==> config.mk <==
export PLATFORM = sky130hd
export DESIGN_NAME = sine_rainbow_led_pattern
export DESIGN_NICKNAME = d
export VERILOG_FILES = /design/src/rtl/core/srlp_pkg.sv /design/src/rtl/core/sine_rainbow_led_pattern.sv
export SDC_FILE = /design/constraint.sdc
export NUM_CORES = 1
export LEC_CHECK = 0
export BUFFER_PORTS_ARGS = -buffer_cell sky130_fd_sc_hd__buf_2
export CAP_MARGIN = 0
export CORE_UTILIZATION = 41
export CTS_BUF_LIST = sky130_fd_sc_hd__clkbuf_8
export CTS_CLUSTER_SIZE = 30
export DETAILED_ROUTE_END_ITERATION = 7
export PLACE_DENSITY_LB_ADDON = 0.05
export REMOVE_ABC_BUFFERS = 1
export SLEW_MARGIN = 20
export SYNTH_ARGS = -nofsm -noshare
export SYNTH_HDL_FRONTEND = slang
export SYNTH_SLANG_ARGS = --single-unit
export TNS_END_PERCENT = 30
==> constraint.sdc <==
create_clock -name clock -period 10 [get_ports clock]
set_input_delay 0 -clock clock [delete_from_list [all_inputs] [get_ports clock]]
set_output_delay 0 -clock clock [all_outputs]
set_load 0.05 [all_outputs]
==> src/rtl/core/srlp_pkg.sv <==
// ---------------------------------------------------------------------------
// srlp_pkg: shared constants for the sine rainbow LED pattern block
// Strip length, field widths, register addresses and the sine lookup table.
// ---------------------------------------------------------------------------
package srlp_pkg;

   // Strip length, 1..64 LEDs.
   localparam int LED_COUNT = 32;
   localparam int IDX_W     = 6;
   localparam logic [IDX_W-1:0] LED_LAST = IDX_W'(LED_COUNT - 1);

   // Color channel offsets into the sine table, relative to green.
   localparam logic [7:0] RED_OFFSET  = 8'd85;
   localparam logic [7:0] BLUE_OFFSET = 8'd170;

   // Register reset values.
   localparam logic       MODE_RESET = 1'b0;
   localparam logic [7:0] STEP_RESET = 8'd10;

   // Configuration port.
   localparam int CSR_ADDR_W = 3;
   localparam int CSR_DATA_W = 32;

   typedef enum logic {
      REG_PATTERN_MODE = 1'b0,
      REG_PHASE_STEP   = 1'b1
   } reg_index_type;

   // Pattern mode codes.
   localparam logic MODE_MARQUEE = 1'b0;
   localparam logic MODE_BREATH  = 1'b1;

   // One full period of a sine centered on 128.
   localparam logic [7:0] SINE_ROM [256] = '{
      8'd128, 8'd131, 8'd134, 8'd137, 8'd140, 8'd143, 8'd147, 8'd150, 8'd153, 8'd156,
      8'd159, 8'd162, 8'd165, 8'd168, 8'd171, 8'd174, 8'd177, 8'd180, 8'd182, 8'd185,
      8'd188, 8'd191, 8'd194, 8'd196, 8'd199, 8'd201, 8'd204, 8'd206, 8'd209, 8'd211,
      8'd214, 8'd216, 8'd218, 8'd220, 8'd223, 8'd225, 8'd227, 8'd229, 8'd230, 8'd232,
      8'd234, 8'd236, 8'd237, 8'd239, 8'd240, 8'd242, 8'd243, 8'd245, 8'd246, 8'd247,
      8'd248, 8'd249, 8'd250, 8'd251, 8'd252, 8'd252, 8'd253, 8'd253, 8'd254, 8'd254,
      8'd255, 8'd255, 8'd255, 8'd255, 8'd255, 8'd255, 8'd255, 8'd255, 8'd255, 8'd254,
      8'd254, 8'd253, 8'd253, 8'd252, 8'd251, 8'd250, 8'd249, 8'd249, 8'd247, 8'd246,
      8'd245, 8'd244, 8'd243, 8'd241, 8'd240, 8'd238, 8'd237, 8'd235, 8'd233, 8'd231,
      8'd229, 8'd228, 8'd226, 8'd224, 8'd221, 8'd219, 8'd217, 8'd215, 8'd212, 8'd210,
      8'd208, 8'd205, 8'd203, 8'd200, 8'd198, 8'd195, 8'd192, 8'd189, 8'd187, 8'd184,
      8'd181, 8'd178, 8'd175, 8'd172, 8'd169, 8'd166, 8'd163, 8'd160, 8'd157, 8'd154,
      8'd151, 8'd148, 8'd145, 8'd142, 8'd139, 8'd136, 8'd132, 8'd129, 8'd126, 8'd123,
      8'd120, 8'd117, 8'd114, 8'd111, 8'd107, 8'd104, 8'd101, 8'd98,  8'd95,  8'd92,
      8'd89,  8'd86,  8'd83,  8'd80,  8'd77,  8'd74,  8'd72,  8'd69,  8'd66,  8'd63,
      8'd61,  8'd58,  8'd55,  8'd53,  8'd50,  8'd48,  8'd45,  8'd43,  8'd41,  8'd38,
      8'd36,  8'd34,  8'd32,  8'd30,  8'd28,  8'd26,  8'd24,  8'd22,  8'd21,  8'd19,
      8'd17,  8'd16,  8'd14,  8'd13,  8'd12,  8'd10,  8'd9,   8'd8,   8'd7,   8'd6,
      8'd5,   8'd4,   8'd4,   8'd3,   8'd2,   8'd2,   8'd1,   8'd1,   8'd1,   8'd0,
      8'd0,   8'd0,   8'd0,   8'd0,   8'd1,   8'd1,   8'd1,   8'd2,   8'd2,   8'd3,
      8'd3,   8'd4,   8'd5,   8'd6,   8'd6,   8'd7,   8'd9,   8'd10,  8'd11,  8'd12,
      8'd14,  8'd15,  8'd17,  8'd18,  8'd20,  8'd21,  8'd23,  8'd25,  8'd27,  8'd29,
      8'd31,  8'd33,  8'd35,  8'd37,  8'd40,  8'd42,  8'd44,  8'd47,  8'd49,  8'd52,
      8'd54,  8'd57,  8'd59,  8'd62,  8'd65,  8'd67,  8'd70,  8'd73,  8'd76,  8'd79,
      8'd82,  8'd85,  8'd88,  8'd91,  8'd94,  8'd97,  8'd100, 8'd103, 8'd106, 8'd109,
      8'd112, 8'd115, 8'd118, 8'd121, 8'd125, 8'd128
   };

endpackage

==> src/rtl/core/sine_rainbow_led_pattern.sv <==
// ---------------------------------------------------------------------------
// sine_rainbow_led_pattern: rainbow animation frames from a sine table
// Turns each frame tick into one pixel item per LED of the strip.
// ---------------------------------------------------------------------------
// Usage:
//   The req channel carries frame ticks. A tick item with frame_tick set
//   renders one frame: the rsp channel then carries LED_COUNT pixel items,
//   led_index 0 first, with last_led set on the final one. A tick item with
//   frame_tick clear is taken and dropped.
//   A taken tick loads the walker; the output register then takes pixel 0.
//   Throughput: one pixel per cycle while rsp_stall is low; the pixel walker
//   is busy for the whole frame and holds req_stall meanwhile. The
//   next tick is taken in the cycle the last pixel leaves the walker, so
//   frames follow each other with no gap.
//   The walker adds phase_step to the green table index once per pixel,
//   or zero in breath mode; the three table reads and output register follow.
//   When rsp_stall is high the output register holds its pixel and the
//   walker waits; nothing is lost.
//   Reset clears the phase to zero, selects marquee mode, sets phase_step
//   to 10 and empties the pipeline. The user must write registers over the
//   csr port only while no frame is in flight; the block does not enforce it.
// ---------------------------------------------------------------------------
module sine_rainbow_led_pattern (
   input  logic                                 clock,
   input  logic                                 reset,
   // Frame tick channel.
   input  logic                                 req_valid,
   output logic                                 req_stall,
   input  logic                                 req_frame_tick,
   // Pixel channel.
   output logic                                 rsp_valid,
   input  logic                                 rsp_stall,
   output logic [srlp_pkg::IDX_W-1:0]           rsp_led_index,
   output logic [7:0]                           rsp_red,
   output logic [7:0]                           rsp_green,
   output logic [7:0]                           rsp_blue,
   output logic                                 rsp_last_led,
   // Register port.
   input  logic                                 csr_psel,
   input  logic                                 csr_penable,
   input  logic                                 csr_pwrite,
   input  logic [srlp_pkg::CSR_ADDR_W-1:0]      csr_paddr,
   input  logic [srlp_pkg::CSR_DATA_W-1:0]      csr_pwdata,
   output logic [srlp_pkg::CSR_DATA_W-1:0]      csr_prdata,
   output logic                                 csr_pready
);

   // Configuration registers.
   logic                          mode_ff;
   logic [7:0]                    step_ff;
   logic                          csr_write;
   srlp_pkg::reg_index_type       csr_index;

   // Frame state and pixel walker.
   logic [7:0]                    phase_ff, phase_in;
   logic                          gen_active_ff, gen_active_in;
   logic [srlp_pkg::IDX_W-1:0]    gen_idx_ff, gen_idx_in;
   logic [7:0]                    gen_green_ff, gen_green_in;
   logic [7:0]                    stride;
   logic                          gen_last;
   logic                          req_accept;
   logic                          tick_start;

   // Output register.
   logic                          out_advance;
   logic                          rsp_valid_ff, rsp_valid_in;
   logic [srlp_pkg::IDX_W-1:0]    rsp_idx_ff;
   logic [7:0]                    rsp_red_ff, rsp_green_ff, rsp_blue_ff;
   logic                          rsp_last_ff;

   // Register port decode; pready is always high.
   assign csr_pready = 1'b1;
   assign csr_write  = csr_psel && csr_penable && csr_pwrite;
   assign csr_index  = srlp_pkg::reg_index_type'(csr_paddr[2]);

   always_ff @(posedge clock) begin
      if (reset) begin
         mode_ff <= srlp_pkg::MODE_RESET;
         step_ff <= srlp_pkg::STEP_RESET;
      end else if (csr_write) begin
         unique case (csr_index)
            srlp_pkg::REG_PATTERN_MODE: mode_ff <= csr_pwdata[0];
            srlp_pkg::REG_PHASE_STEP:   step_ff <= csr_pwdata[7:0];
            default:                    mode_ff <= mode_ff;
         endcase
      end
   end

   // Register read back.
   always_comb begin
      unique case (csr_index)
         srlp_pkg::REG_PATTERN_MODE: csr_prdata = {{(srlp_pkg::CSR_DATA_W-1){1'b0}}, mode_ff};
         srlp_pkg::REG_PHASE_STEP:   csr_prdata = {{(srlp_pkg::CSR_DATA_W-8){1'b0}}, step_ff};
         default:                    csr_prdata = '0;
      endcase
   end

   // The output register moves when it is empty or its item is taken.
   assign out_advance = !rsp_valid_ff || !rsp_stall;
   assign gen_last    = (gen_idx_ff == srlp_pkg::LED_LAST);

   // A tick is taken when the walker is idle or hands off its last pixel.
   assign req_stall  = gen_active_ff && !(gen_last && out_advance);
   assign req_accept = req_valid && !req_stall;
   assign tick_start = req_accept && req_frame_tick;

   // Breath mode gives every LED the same table index.
   assign stride = (mode_ff == srlp_pkg::MODE_BREATH) ? 8'd0 : step_ff;

   // Walker next state: start a frame, step to the next LED, or finish.
   always_comb begin
      phase_in      = phase_ff;
      gen_active_in = gen_active_ff;
      gen_idx_in    = gen_idx_ff;
      gen_green_in  = gen_green_ff;
      if (tick_start) begin
         phase_in      = phase_ff + 8'd1;
         gen_active_in = 1'b1;
         gen_idx_in    = '0;
         gen_green_in  = phase_ff;
      end else if (gen_active_ff && out_advance) begin
         if (gen_last) begin
            gen_active_in = 1'b0;
         end else begin
            gen_idx_in   = gen_idx_ff + 1'b1;
            gen_green_in = gen_green_ff + stride;
         end
      end
   end

   always_ff @(posedge clock) begin
      if (reset) begin
         phase_ff      <= '0;
         gen_active_ff <= 1'b0;
         gen_idx_ff    <= '0;
      end else begin
         phase_ff      <= phase_in;
         gen_active_ff <= gen_active_in;
         gen_idx_ff    <= gen_idx_in;
      end
      gen_green_ff <= gen_green_in;
   end

   // Table lookups into the output register.
   assign rsp_valid_in = out_advance ? gen_active_ff : rsp_valid_ff;

   always_ff @(posedge clock) begin
      if (reset) begin
         rsp_valid_ff <= 1'b0;
      end else begin
         rsp_valid_ff <= rsp_valid_in;
      end
      if (out_advance && gen_active_ff) begin
         rsp_idx_ff   <= gen_idx_ff;
         rsp_green_ff <= srlp_pkg::SINE_ROM[gen_green_ff];
         rsp_red_ff   <= srlp_pkg::SINE_ROM[gen_green_ff + srlp_pkg::RED_OFFSET];
         rsp_blue_ff  <= srlp_pkg::SINE_ROM[gen_green_ff + srlp_pkg::BLUE_OFFSET];
         rsp_last_ff  <= gen_last;
      end
   end

   assign rsp_valid     = rsp_valid_ff;
   assign rsp_led_index = rsp_idx_ff;
   assign rsp_red       = rsp_red_ff;
   assign rsp_green     = rsp_green_ff;
   assign rsp_blue      = rsp_blue_ff;
   assign rsp_last_led  = rsp_last_ff;

   // Within a frame the pixels follow each other without a gap.
   a_index_steps: assert property (@(posedge clock) disable iff (reset)
      (rsp_valid && !rsp_stall && !rsp_last_led) |=>
         (rsp_valid && rsp_led_index == $past(rsp_led_index) + 1'b1))
      else $error("pixel sequence broken within a frame");

   // The last LED flag marks exactly the final index.
   a_last_flag: assert property (@(posedge clock) disable iff (reset)
      rsp_valid |-> (rsp_last_led == (rsp_led_index == srlp_pkg::LED_LAST)))
      else $error("last_led does not match led_index");

   // A rendering tick starts the walker at LED zero and advances the phase.
   a_frame_start: assert property (@(posedge clock) disable iff (reset)
      tick_start |=> (gen_active_ff && gen_idx_ff == '0 &&
                      phase_ff == $past(phase_ff) + 8'd1))
      else $error("frame start did not load the walker");

   // Ticks are only held back while a frame is being walked.
   a_stall_busy: assert property (@(posedge clock) disable iff (reset)
      req_stall |-> gen_active_ff)
      else $error("tick stalled with idle walker");

endmodule

**After elaboration in Yosys (flattened, before gate mapping)**

Memories as Yosys holds them, arrays and structs flattened. A register that Yosys moved wholly into a read port is not among the register bits.
Index checks and enable logic that the tools add are counted.

- Register bits: 40
- ROM bits: 6144
- Input bits: 43
- Logic and storage cells: 52
- Memories: 3

- Add/sub/neg operators: 5
- Equal/unequal tests: 2
- Multiplexer cells: 8
- Bitwise gates (word level): 5
- Reductions and logical operators: 20

Memories:

| name | depth | bits a word | read ports | clocked after memory_dff | write ports | RTL line | source |
|---|---|---|---|---|---|---|---|
| (no name shown) | 256 | 8 | 1 | 1 | 0 | sine_rainbow_led_pattern.sv:157 | `rsp_blue_ff <= srlp_pkg::SINE_ROM[gen_green_ff + srlp_pkg::BLUE_OFFSET];` |
| (no name shown) | 256 | 8 | 1 | 1 | 0 | sine_rainbow_led_pattern.sv:156 | `rsp_red_ff <= srlp_pkg::SINE_ROM[gen_green_ff + srlp_pkg::RED_OFFSET];` |
| (no name shown) | 256 | 8 | 1 | 1 | 0 | sine_rainbow_led_pattern.sv:155 | `rsp_green_ff <= srlp_pkg::SINE_ROM[gen_green_ff];` |

Operators by type and width:

| cell | number |
|---|---|
| $pmux 32 s2 | 1 |
| $mux 8 | 4 |
| $not 8->9 | 3 |
| $reduce_and 2->1 | 5 |
| $add 8x1->8 const B | 1 |
| $add 8x7->8 const B | 1 |
| $add 8x8->8 | 1 |
| $add 8x8->8 const B | 1 |
| $logic_and 1x1->1 | 7 |
| $add 6x1->6 const B | 1 |
| $eq 6x5->1 const B | 1 |
| $logic_not 1->1 | 4 |
| $reduce_bool 2->1 | 2 |
| $mux 1 | 3 |
| $ne 2x1->1 const B | 1 |
| $not 1->1 | 2 |
| $reduce_or 2->1 | 1 |
| $logic_or 1x1->1 | 1 |

**Longest topological paths before layout**

- Depth after elaboration: 10
- Depth in mapped cells: 16
- Gate-level depth less buffers: 11

**Worst setup path before layout**

Ideal clock, no wire load.

- Kind: reg-to-reg
- Start: reg gen_green_ff[2]
- End: reg rsp_red_ff[4] (netlist: rsp_red[4]) (data pin)
- Data arrival time: 3.507 ns
- Slack: 6.227 ns
- Stages on the path, launching flop included: 17
- Cells stage by stage: edfxtp_1 > buf_2 > inv_1 > clkbuf_1 > clkbuf_1 > ha_1 > clkbuf_1 > clkinv_1 > clkbuf_1 > clkbuf_1 > ha_1 > inv_1 > mux2i_1 > mux2i_1 > o21ai_0 > a221oi_1 > o21bai_1

- Cells in the longest elaborated chain, start to end: 2

Ends and longest elaborated chain:

| item | RTL line | source |
|---|---|---|
| start, declared | sine_rainbow_led_pattern.sv:58 | `logic [7:0] gen_green_ff, gen_green_in;` |
| start signal, assigned | sine_rainbow_led_pattern.sv:141 | `gen_green_ff <= gen_green_in;` |
| $add 8x7->8 | sine_rainbow_led_pattern.sv:156 |  |
| $not 8->9 (implied by the code) | sine_rainbow_led_pattern.sv:156 |  |
| end, declared | sine_rainbow_led_pattern.sv:68 | `logic [7:0] rsp_red_ff, rsp_green_ff, rsp_blue_ff;` |

Every way passes these cells.
A chain may end at the register's enable or synchronous reset.

**Final worst setup path**

- Start: reg gen_green_ff[0]
- End: reg rsp_red_ff[4] (netlist: rsp_red[4]) (data pin)

Same word-level chain as after synthesis.

==> impl_metrics.yaml <==
outcome:
  status: "completed"
clocking:
  htreeDepth: 3
  clock_latency_ps: 370
  cts_resized: 0
  postCtsSetupRepairBufs: 0
  cts_buffers: 9
  cts_sinks: 64
  ctsHoldBuffers: 11
  cts_root_buf: "clkbuf_8"
  cts_tree: "built"
  clk_pin_slew_worst_paths_ps: 80
  clockBufferDepth: 2
sta:
  rsz0062_at_grt: "no"
  timing.hold.ws_ps: 15.1
  tns_ps: 0
  setup_viol: 0
  slew_viol_final: 0
  hold_viol_final: 0
  setup_ws_ps: 4930
  finClkSkew_ps: 8.89
  max_freq_mhz: 197
  layout_min_cycle_time_ps: 5070
  slew_headroom_pct: 40.8
  fin_crit_sh_pct: 50.7
  worst_pin_slew_ps: 883
power:
  power_leakage_nw: 3.63
  power_density_nw_per_um2: 207
  vdd.ir_drop.worst_uv: 78.7
floorplan:
  num_io_pins: 109
  die_area_um2: 23400
  num_rows: 54
  start_util_pct: 42.3
  coreArea_um2: 22100
  fp.dieW_um: 153
  die_h_um: 153
detailed_routing:
  antenna_left: 0
  wl_per_cell_um: 22.2
  drt-total-wl_mm: 36.0
  drt_first_pass_iters: 6
  drt_iter0_markers: 1400
  drc: 0
  num_vias: 10700
  drt-vias-per-instance: 6.59
synth:
  synth_area_leaders: "edfxtp_1 (13%), a21oi_1 (7.7%), nand2_1 (6.4%)"
  yosys.area_share.simple_pct: 22.6
  synth_area_leader_cell: "edfxtp_1"
  netlist.area_leader.share_pct: 12.5
  synth_edf_count: 39
  synth_top_family_by_area: "compound AO/OA/AOI/OAI gates"
  syn_area_um2: 9350
  synth-xor-area-share_pct: 3.35
  postSynthCellCount: 1360
  synth_compound_area_share_pct: 37.8
  syn_avg_cell_area_um2: 6.87
  ys_seq_area_share_pct: 17.9
  synth.distinct_cells: 83
  synthArstFlopShare_pct: 0
  ys_ff_latch: 64
  yosysWarnings: 0
  synthMuxAreaShare_pct: 2.93
  synthAdderAreaFrac_pct: 5.54
  synthFlopType: "edfxtp_1"
hold_path:
  hold_path_end: "phase_ff[3]"
  hold_depth: 2
  hp-start: "reset"
  hold_path_class: "in2reg"
critical_path:
  r2r_end: "rsp_red[4]"
  crit_type: "reg2reg"
  crit_slowest_cell: "clkinv_1"
  slowest_delay_ps: 840
  cp-start-kind: "flip-flop"
  path_max_fanout: 53
  crit_arrival_ps: 5200
  cp_top_family: "buffers and inverters"
  r2r_setup_slack_ps: 4930
  cp_num_buf_inv: 4
  reg2reg_depth: 12
  crit_path_cell_trace: "buf_4, ha_1, clkinv_1, ha_1, buf_4, clkinv_1, nor2_1, nand2_1, o2111ai_1, o21ai_0, a221oi_1, o21bai_1"
  required_ps: 10120
  cp-end-kind: "flip-flop"
  reg2reg_from: "gen_green_ff[0]"
placement:
  dp_cells: 1593
  place_hpwl_mm: 22.8
  port_buffers: 57
  post-place-ws_ps: 5150
  place.gp.congestion: 0.907
  dpl-instance-area_um2: 9620
global_route:
  grt_overflow: 0
  grt_pass1_wl_mm: 56.8
  grt_pass1_vias: 9721
  track_usage_pct: 30.3
  antenna_found_initial: 0
  grt_max_degree: 78
final_layout:
  finalNonFillerCells: 1620
  fin_area_um2: 9930
  finalNetCount: 1418
  area_delta_synth_final_pct: 6.25
  layout_commonest_cell: "nand2_1"
  fillCellCount: 2325
  drive_gt1_share_pct: 11.1
  final_cell_mix: "nand2_1 (159), a21oi_1 (144), nor2_1 (124), o21ai_0 (113), buf_2 (57)"
  antenna_cells: 0
flow_run:
  drv_cap: 0
per-stage QoR:
| step | util, % | power [mW] |
|---|---|---|
| 2_1_floorplan | - | 1.35 |
| 3_3_place_gp | 43.6 | 1.78 |
| 3_5_place_dp | 43.6 | 1.77 |
| 4_1_cts | 44.9 | 2.02 |
| 5_1_grt | 44.9 | 2.19 |
| 6_report | 44.9 | 2.05 |
worst max-delay path by stage:
stage                          from    endpoint  slack, ps  depth (start not counted)
floorplan           gen_green_ff[2]  rsp_red[1]       3840                          9
global placement    gen_green_ff[0]  rsp_red[4]       5150                         12
detailed placement  gen_green_ff[0]  rsp_red[1]       5150                         11
CTS                 gen_green_ff[0]  rsp_red[1]       5130                         11
global route        gen_green_ff[0]  rsp_red[4]       4700                         12
finish              gen_green_ff[0]  rsp_red[4]       4930                         12
per-layer routing:
layer | vias up | wire (um) | global-route usage [%]
met5 | - | 0 | 0
met1 | 5016 | 16200 | 43.4
li1 | 4984 | - | -
met3 | 66 | 3650 | 6.35
met2 | 617 | 15300 | 44.9
met4 | 0 | 905 | 9.81
synth_stat cells, types with 11 or more instances:
library cell,number
clkbuf_1,71
a31oi_1,37
nor2_1,124
inv_1,21
nand4_1,12
xnor2_1,16
o31ai_1,11
dfxtp_1,25
a221oi_1,14
nand2b_1,23
buf_2,53
a21oi_1,144
xor2_1,16
o221ai_1,14
o211ai_1,33
a211oi_1,37
a2111oi_0,11
nand2_1,159
nor3_1,39
a22oi_1,11
ha_1,39
buf_4,26
buf_1,17
o21ai_0,113
a311oi_1,19
and2_1,11
nand3_1,31
edfxtp_1,39
nor2b_1,27
mux2i_1,15
state kept, by name, indices dropped and copies added (netlist names):
signal / count
rsp_last_led: 1
rsp_red: 8
gen_idx_ff: 6
gen_active_ff: 1
rsp_green: 8
rsp_led_index: 6
gen_green_ff: 8
mode_ff: 1
rsp_blue: 8
phase_ff: 8
step_ff: 8
rsp_valid: 1
area by class of cell:
cell class,instances,area [um2],share of cell area [%]
Sequential cell,64,1670,16.8
Tap cell,280,350,3.53
Clock buffer,10,138,1.39
Multi-Input combinational cell,1123,6900,69.4
Timing Repair Buffer,111,718,7.23
Inverter,26,97.6,0.983
Clock inverter,6,58.8,0.592
report_power, final:
part	total [mW]	internal [mW]	switching, mW	leakage, nW
clock network	0.232	0.121	0.112	0.108
logic	1.49	0.469	1.02	2.95
registers	0.331	0.324	0.00747	0.572
logic make-up (layout without fill, tap and decap cells):
| family | after synthesis | count (layout) |
|---|---|---|
| buffers and inverters | 196 | 153 |
| muxes | 23 | 23 |
| AOI/OAI and AO/OA | 539 | 539 |
| xor gates and xnor gates | 34 | 34 |
| adders and majority gates | 41 | 41 |
| and+or+nand+nor | 461 | 461 |
| other | 2 | 25 |
| DFF | 64 | 64 |
worst register-to-register path: stages, from the launching register on:
cell and delay (ps):
edfxtp_1 330, buf_4 520, ha_1 300, clkinv_1 410
ha_1 470, buf_4 420, clkinv_1 850, nor2_1 710
nand2_1 170, o2111ai_1 130, o21ai_0 100, a221oi_1 320
o21bai_1 100
Note: power is estimated with default switching activity, not from simulation.
